### src/design/oll_pkg.sv
`timescale 1ns / 1ps
`default_nettype none

package oll_pkg;

    // Value width of one list entry.
    localparam int ValueWidth = 32;
    // Width of the element count reported with every result.
    localparam int CountOutWidth = 5;
    // Result bus width: status and count packed, padded to whole bytes.
    localparam int ResultBusWidth = 8;

    typedef enum logic {
        ACT_APPEND = 1'b0,
        ACT_REMOVE = 1'b1
    } action_t;

    typedef enum logic [1:0] {
        STS_APPENDED  = 2'd0,
        STS_REMOVED   = 2'd1,
        STS_NOT_FOUND = 2'd2,
        STS_FULL      = 2'd3
    } status_t;

    typedef enum logic [1:0] {
        ST_IDLE,
        ST_SEARCH,
        ST_SHIFT,
        ST_DONE
    } state_t;

    // Finished result handed from the engine to the output stage.
    typedef struct packed {
        status_t                  status;
        logic [CountOutWidth-1:0] count_after;
    } result_t;

endpackage

`default_nettype wire

### src/design/oll_ram.sv
`timescale 1ns / 1ps
`default_nettype none

// Simple dual-port RAM: one write port, one read port with registered data.
module oll_ram #(
    parameter int WIDTH = 32,
    parameter int DEPTH = 16
) (
    input  wire logic                     aclk,
    input  wire logic                     we,
    input  wire logic [$clog2(DEPTH)-1:0] waddr,
    input  wire logic [WIDTH-1:0]         wdata,
    input  wire logic [$clog2(DEPTH)-1:0] raddr,
    output logic      [WIDTH-1:0]         rdata
);

    logic [WIDTH-1:0] mem_reg [DEPTH];

    always_ff @(posedge aclk) begin
        if (we) begin
            mem_reg[waddr] <= wdata;
        end
        rdata <= mem_reg[raddr];
    end

endmodule

`default_nettype wire

### src/design/oll_engine.sv
`timescale 1ns / 1ps
`default_nettype none

// Sequencer that appends at the tail, or searches the entry memory from the
// head and closes the gap behind a matching entry.
module oll_engine #(
    parameter int CAPACITY = 16
) (
    input  wire logic                               aclk,
    input  wire logic                               aresetn,
    input  wire logic                               in_valid,
    output logic                                    in_ready,
    input  wire oll_pkg::action_t                   in_action,
    input  wire logic [oll_pkg::ValueWidth-1:0]     in_value,
    output logic                                    res_valid,
    input  wire logic                               res_take,
    output oll_pkg::result_t                        res
);

    localparam int AW = $clog2(CAPACITY);
    localparam int CW = $clog2(CAPACITY + 1);

    oll_pkg::state_t  state_reg, state_next;
    oll_pkg::status_t status_reg, status_next;
    logic [CW-1:0]    count_reg, count_next;
    logic [AW-1:0]    idx_reg, idx_next;
    logic [oll_pkg::ValueWidth-1:0] value_reg, value_next;

    logic                           ram_we;
    logic [AW-1:0]                  ram_waddr;
    logic [oll_pkg::ValueWidth-1:0] ram_wdata;
    logic [AW-1:0]                  ram_raddr;
    logic [oll_pkg::ValueWidth-1:0] ram_rdata;

    logic [CW-1:0] idx_ext;
    logic [CW-1:0] idx_inc;
    logic          at_last;
    logic          is_full;
    logic          is_match;

    assign idx_ext  = CW'(idx_reg);
    assign idx_inc  = idx_ext + CW'(1);
    assign at_last  = (idx_inc == count_reg);
    assign is_full  = (count_reg == CW'(CAPACITY));
    assign is_match = (ram_rdata == value_reg);

    oll_ram #(
        .WIDTH(oll_pkg::ValueWidth),
        .DEPTH(CAPACITY)
    ) u_entry_ram (
        .aclk (aclk),
        .we   (ram_we),
        .waddr(ram_waddr),
        .wdata(ram_wdata),
        .raddr(ram_raddr),
        .rdata(ram_rdata)
    );

    always_comb begin
        state_next = state_reg;
        unique case (state_reg)
            oll_pkg::ST_IDLE: begin
                if (in_valid) begin
                    if (in_action == oll_pkg::ACT_REMOVE && count_reg != '0) begin
                        state_next = oll_pkg::ST_SEARCH;
                    end else begin
                        state_next = oll_pkg::ST_DONE;
                    end
                end
            end
            oll_pkg::ST_SEARCH: begin
                if (is_match) begin
                    state_next = oll_pkg::ST_SHIFT;
                end else if (at_last) begin
                    state_next = oll_pkg::ST_DONE;
                end
            end
            oll_pkg::ST_SHIFT: begin
                if (at_last) begin
                    state_next = oll_pkg::ST_DONE;
                end
            end
            oll_pkg::ST_DONE: begin
                if (res_take) begin
                    state_next = oll_pkg::ST_IDLE;
                end
            end
            default: state_next = oll_pkg::ST_IDLE;
        endcase
    end

    // The read address always runs one entry ahead of the data being
    // examined, so a search or a shift moves one entry per cycle.
    always_comb begin
        count_next  = count_reg;
        idx_next    = idx_reg;
        value_next  = value_reg;
        status_next = status_reg;
        ram_we      = 1'b0;
        ram_waddr   = idx_reg;
        ram_wdata   = ram_rdata;
        ram_raddr   = AW'(idx_inc);
        in_ready    = 1'b0;
        res_valid   = 1'b0;
        unique case (state_reg)
            oll_pkg::ST_IDLE: begin
                in_ready  = 1'b1;
                ram_raddr = '0;
                if (in_valid) begin
                    value_next = in_value;
                    idx_next   = '0;
                    if (in_action == oll_pkg::ACT_APPEND) begin
                        if (is_full) begin
                            status_next = oll_pkg::STS_FULL;
                        end else begin
                            ram_we      = 1'b1;
                            ram_waddr   = AW'(count_reg);
                            ram_wdata   = in_value;
                            count_next  = count_reg + CW'(1);
                            status_next = oll_pkg::STS_APPENDED;
                        end
                    end else if (count_reg == '0) begin
                        status_next = oll_pkg::STS_NOT_FOUND;
                    end
                end
            end
            oll_pkg::ST_SEARCH: begin
                if (!is_match) begin
                    if (at_last) begin
                        status_next = oll_pkg::STS_NOT_FOUND;
                    end else begin
                        idx_next = AW'(idx_inc);
                    end
                end
            end
            oll_pkg::ST_SHIFT: begin
                if (at_last) begin
                    count_next  = count_reg - CW'(1);
                    status_next = oll_pkg::STS_REMOVED;
                end else begin
                    ram_we    = 1'b1;
                    ram_raddr = AW'(idx_ext + CW'(2));
                    idx_next  = AW'(idx_inc);
                end
            end
            oll_pkg::ST_DONE: begin
                res_valid = 1'b1;
            end
            default: begin
                res_valid = 1'b0;
            end
        endcase
    end

    assign res.status      = status_reg;
    assign res.count_after = oll_pkg::CountOutWidth'(count_reg);

    always_ff @(posedge aclk) begin
        if (!aresetn) begin
            state_reg <= oll_pkg::ST_IDLE;
            count_reg <= '0;
        end else begin
            state_reg <= state_next;
            count_reg <= count_next;
        end
        idx_reg    <= idx_next;
        value_reg  <= value_next;
        status_reg <= status_next;
    end

endmodule

`default_nettype wire

### src/design/ordered_list_append_remove.sv
`timescale 1ns / 1ps
`default_nettype none

// Channel   | Ports     | Content (lowest bit first)
// ----------+-----------+-----------------------------------------------------
// request   | s_tdata   | value[31:0] (signed)
//           | s_tuser   | action[0] (0 append, 1 remove)
// result    | m_tdata   | status[1:0], count_after[6:2], zero pad [7]
//
// An append, a refused append and a remove from an empty list go straight to
// the finished state after acceptance. A remove searches from the head,
// reading one entry per cycle from the single read port of the entry memory;
// on a match at position k it then shifts the entries behind it one per cycle
// toward the head. A remove that finds nothing reads all count entries. The
// next request is accepted after the sequencer has handed its result on.
// A new request is accepted only while the sequencer is idle; a finished
// result may still wait in the output register, and the sequencer then holds
// its own result until that register is taken. Reset (aresetn low on a clock
// edge) empties the list; the memory contents need no clearing.
module ordered_list_append_remove #(
    parameter int CAPACITY = 16
) (
    input  wire logic        aclk,
    input  wire logic        aresetn,
    input  wire logic        s_tvalid,
    output logic             s_tready,
    input  wire logic [31:0] s_tdata,   // value[31:0]
    input  wire logic        s_tuser,   // action[0]
    output logic             m_tvalid,
    input  wire logic        m_tready,
    output logic [7:0]       m_tdata    // status[1:0], count_after[6:2], pad[7]
);

    logic              res_valid;
    logic              res_take;
    oll_pkg::result_t  res;

    logic              out_valid_reg, out_valid_next;
    oll_pkg::result_t  out_res_reg, out_res_next;

    // The engine does all the list work; this level adds the output register,
    // in which one result can wait while the engine takes the next request.
    oll_engine #(
        .CAPACITY(CAPACITY)
    ) u_engine (
        .aclk     (aclk),
        .aresetn  (aresetn),
        .in_valid (s_tvalid),
        .in_ready (s_tready),
        .in_action(oll_pkg::action_t'(s_tuser)),
        .in_value (s_tdata),
        .res_valid(res_valid),
        .res_take (res_take),
        .res      (res)
    );

    // A result moves into the output register when that register is empty
    // or is being emptied in the same cycle.
    assign res_take = res_valid && (!out_valid_reg || m_tready);

    always_comb begin
        out_valid_next = out_valid_reg;
        out_res_next   = out_res_reg;
        if (res_take) begin
            out_valid_next = 1'b1;
            out_res_next   = res;
        end else if (m_tready) begin
            out_valid_next = 1'b0;
        end
    end

    always_ff @(posedge aclk) begin
        if (!aresetn) begin
            out_valid_reg <= 1'b0;
        end else begin
            out_valid_reg <= out_valid_next;
        end
        out_res_reg <= out_res_next;
    end

    assign m_tvalid = out_valid_reg;
    assign m_tdata  = {1'b0, out_res_reg.count_after, out_res_reg.status};

endmodule

`default_nettype wire
### config.mk
export PLATFORM = sky130hd
export DESIGN_NAME = ordered_list_append_remove
export DESIGN_NICKNAME = d
export VERILOG_FILES = /design/src/design/oll_pkg.sv /design/src/design/oll_ram.sv /design/src/design/oll_engine.sv /design/src/design/ordered_list_append_remove.sv
export SDC_FILE = /design/constraint.sdc
export NUM_CORES = 1
export LEC_CHECK = 0
export BUFFER_PORTS_ARGS = -buffer_cell sky130_fd_sc_hd__buf_2
export CORE_MARGIN = 4
export CORE_UTILIZATION = 25
export CTS_BUF_LIST = sky130_fd_sc_hd__clkbuf_8
export CTS_CLUSTER_DIAMETER = 200
export DETAILED_ROUTE_END_ITERATION = 10
export PLACE_DENSITY = 0.37
export SLEW_MARGIN = 0
export SYNTH_ARGS = -nofsm -noshare
export SYNTH_HDL_FRONTEND = slang
export SYNTH_SLANG_ARGS = --single-unit
### constraint.sdc
create_clock -name aclk -period 6.8 [get_ports aclk]
set_input_delay 1.36 -clock aclk [delete_from_list [all_inputs] [get_ports aclk]]
set_output_delay 1.36 -clock aclk [all_outputs]
set_load 0.005 [all_outputs]
==> flow_metrics.tcl <==
set metrics [dict create \
    min_path_type "flip-flop to flip-flop" \
    postSynthAreaPerCell_um2 11.4 \
    hold_depth 0 \
    flow.area_growth_from_synthesis_pct 13.3 \
    finalClockSkew_ns 0.0387 \
    cts_tree "done" \
    die_x_um 350 \
    grt_pass1_vias 22200 \
    p_int_mw 9.39 \
    routed_wl_mm 109 \
    ios 47 \
    r2r-end "u_engine.u_entry_ram.mem_reg[12][7]" \
    rrSetupSlack_ns 1.77 \
    place_hpwl_mm 64.9 \
    drv_cap 0 \
    grt_max_degree 134 \
    ctsHtreeMaxLevel 3 \
    largest_register_ffs 512 \
    hold_buffers 0 \
    p_leak_nw 10.8 \
    synthXorXnorAreaFrac_pct 1.37 \
    synth_area_um2 29300 \
    post-place-cells 3953 \
    clockBufferDepth 3 \
    synth-compound-area-share_pct 17.0 \
    dr.first_iter.drc_count 1822 \
    crit_top_cell "buf_4" \
    slowest_stage "nand2_2" \
    crit_path_start_kind "flip-flop" \
    clockPowerShare_pct 17.8 \
    critPathRequiredTime_ns 7.18 \
    grt_pass1_wl_mm 158 \
    die_y_um 350 \
    gr-total-overflow 0 \
    synth_simple_gate_area_share_pct 14.6 \
    holdPathEnd "m_tdata[0]" \
    clkTransAtPathRegs_ns 0.06 \
    portBuffers 45 \
    cp-end-kind "flip-flop" \
    slew_viol_final 0 \
    worst_ep_arrival_time_ns 5.41 \
    ir_worst_vdd_v 0.000538 \
    synth_adder_area_share_pct 0.453 \
    stdcell_count 4155 \
    post_drt_wl_per_cell_um 26.2 \
    netlist.area_leader.share_pct 57.1 \
    coreArea_um2 116000 \
    postCtsSetupRepairBufs 0 \
    viasPerCell 5.31 \
    synth_area_leaders "edfxtp_1 (57%), nand2_1 (5.0%), mux2i_1 (3.3%), a22oi_1 (3.2%), nor3b_1 (3.2%)" \
    ctsResizeCount 0 \
    run_status "completed" \
    cts_sinks 597 \
    synth_cell_types 65 \
    slew_headroom_pct 13.3 \
    seqPwrFrac_pct 29.8 \
    synth_flop_cell "edfxtp_1" \
    async_flop_share_pct 0 \
    max_stage_delay_ns 0.82 \
    criticalPathCategory "flip-flop to flip-flop" \
    synth_warnings 0 \
    swShare_pct 48.1 \
    die_area_um2 123000 \
    hp-start "u_engine.status_reg[0]" \
    fmax_mhz 199 \
    crit_fanout 46 \
    synth_top_family_by_area "compound AO/OA/AOI/OAI gates" \
    fin_crit_ns 5.03 \
    rsz0062_at_grt "false" \
    gp_congestion 0.785 \
    synth_fp_nets 2607 \
    timing.final.crit_share_pct 74.0 \
    postSynthRegisterBits 597 \
    synthCells 2560 \
    power_density_nw_per_um2 545 \
    synth_edf_count 557 \
    num_rows 125 \
    worstMarginPinSlew_ns 1.30 \
    yosysTopAreaCell "edfxtp_1" \
    fin_setup_tns_ns 0 \
    drive_gt1_share_pct 11.8 \
    combPwrFrac_pct 52.4 \
    firstDrtPassIters 5 \
    grt_usage_pct 17.4 \
    ys_seq_area_share_pct 59.8 \
    synthMuxAreaShare_pct 3.43 \
    hold_viol_final 0 \
    route.detailed.drc 0 \
    cts_inserted_buffers 109 \
    cts-root-buf "clkbuf_8" \
    initial_core_util_pct 25.2 \
    setup-violations-final 0 \
    timing.rr.start "u_engine.state_reg[0]" \
    clkLatencyLatePin_ns 0.74 \
    fin_nets 2587 \
    via_count 22100 \
    rr_worst_depth 9 \
    p_sw_mw 8.70 \
    drtAntennaViolNets 0 \
    cp_cell_sequence "inv_1 -> ha_4 -> and2_2 -> buf_4 -> nand2_2 -> nor3_1 -> a21oi_1 -> nor2_4 -> buf_4" \
    antenna_found_initial 4 \
]
## layout by cell type, fill, tap and decap left out, drive strengths merged, types with 33 or more instances in the layout
cell       n
a21oi     76
buf       97
edfxtp   557
nand4     34
nor3b    125
a311oi    34
mux2i     97
xor2      33
a21boi    35
nand2    389
a22oi    155
clkbuf   115
nand3    161
o2bb2ai   62
dfxtp     40
nor2      91
o211ai    34
a31oi    134
inv       51
nor3      41
clkinv    37
o21ai     74
## synthesized netlist by cell type, types with 3 or more instances
library cell	number
and3_1	4
edfxtp_1	557
a22oi_2	30
buf_4	3
a21boi_0	34
o21a_1	4
o21ai_1	10
xor2_1	33
nand3_1	161
a21o_1	4
nand2_1	389
nor2_1	90
nor4_1	8
o2bb2ai_1	62
nor2b_1	11
nor3b_1	125
o211ai_1	34
a211oi_1	3
ha_1	9
buf_6	6
inv_1	9
clkbuf_1	170
a311oi_1	33
nor3_1	40
a32oi_1	31
nand4_1	34
buf_1	17
buf_2	32
and2_1	8
o22a_1	31
o21ai_0	64
a21oi_1	75
mux2i_1	97
a31oi_1	133
a22oi_1	125
xnor2_1	10
dfxtp_1	40
## cell families (layout without fill, tap and decap cells)
| kind of cell | count (synthesis) | after routing |
|---|---|---|
| simple gates | 886 | 886 |
| compound gates | 684 | 684 |
| flops | 597 | 597 |
| buf+inv | 238 | 307 |
| mux | 100 | 100 |
| xor+xnor | 44 | 44 |
| fa+ha+maj | 10 | 10 |
| other cells | 1 | 3 |
## routing by layer
metal	global-route usage, %	vias up	wire length [um]
li1	-	9870	-
met1	22.6	11300	46800
met2	30.1	732	54100
met3	2.38	165	4830
met4	5.31	0	3080
met5	0	-	0
## worst max-delay path, delay by kind of cell, from the launching register on
family,cells,cell delay (ns)
flops,1,0.33
compound gates,1,0.22
fa+ha+maj,1,0.56
buf+inv,3,1.17
simple gates,4,2.33
## per-stage QoR
stage               power (mW)  hold slack [ns]  utilization [%]  area [um^2]  setup slack [ns]
CTS                       18.4            0.432             28.5        33200              1.64
global placement          15.0            0.405             26.8        31200              1.42
global route              19.2            0.444             28.5        33200              1.52
finish                    18.1            0.432             28.5        33200              1.77
detailed placement        15.1            0.414             26.8        31200              1.43
floorplan                 11.3            0.400                -        29300              2.06
## power by group through the flow
stage,Sequential [mW],Clock (mW),Combinational [mW]
finish,5.39,3.23,9.48
global route,5.43,3.51,10.3
CTS,5.38,3.34,9.67
detailed placement,5.46,0,9.65
global placement,5.45,0,9.57
floorplan,5.31,0,5.99
## area by class of cell
| class | count | area (um^2) |
|---|---|---|
| Antenna cell | 2 | 5.00 |
| Clock buffer | 115 | 1580 |
| Clock inverter | 85 | 432 |
| Fill cell | 11900 | 83200 |
| Inverter | 10 | 40.0 |
| Multi-Input combinational cell | 1725 | 11000 |
| Sequential cell | 597 | 17500 |
| Tap cell | 1524 | 1910 |
| Timing Repair Buffer | 97 | 691 |
## worst max path at each step
stage	depth (start not counted)	slack [ns]	end	startpoint
floorplan	6	2.06	u_engine.u_entry_ram.mem_reg[15][0]	s_tvalid
global placement	8	1.42	u_engine.u_entry_ram.mem_reg[12][2]	s_tvalid
detailed placement	8	1.43	u_engine.u_entry_ram.mem_reg[0][25]	s_tvalid
CTS	9	1.64	u_engine.u_entry_ram.mem_reg[0][29]	u_engine.state_reg[0]
global route	9	1.52	u_engine.u_entry_ram.mem_reg[12][7]	u_engine.state_reg[0]
finish	9	1.77	u_engine.u_entry_ram.mem_reg[12][7]	u_engine.state_reg[0]
(Power assumes the default switching activity.)
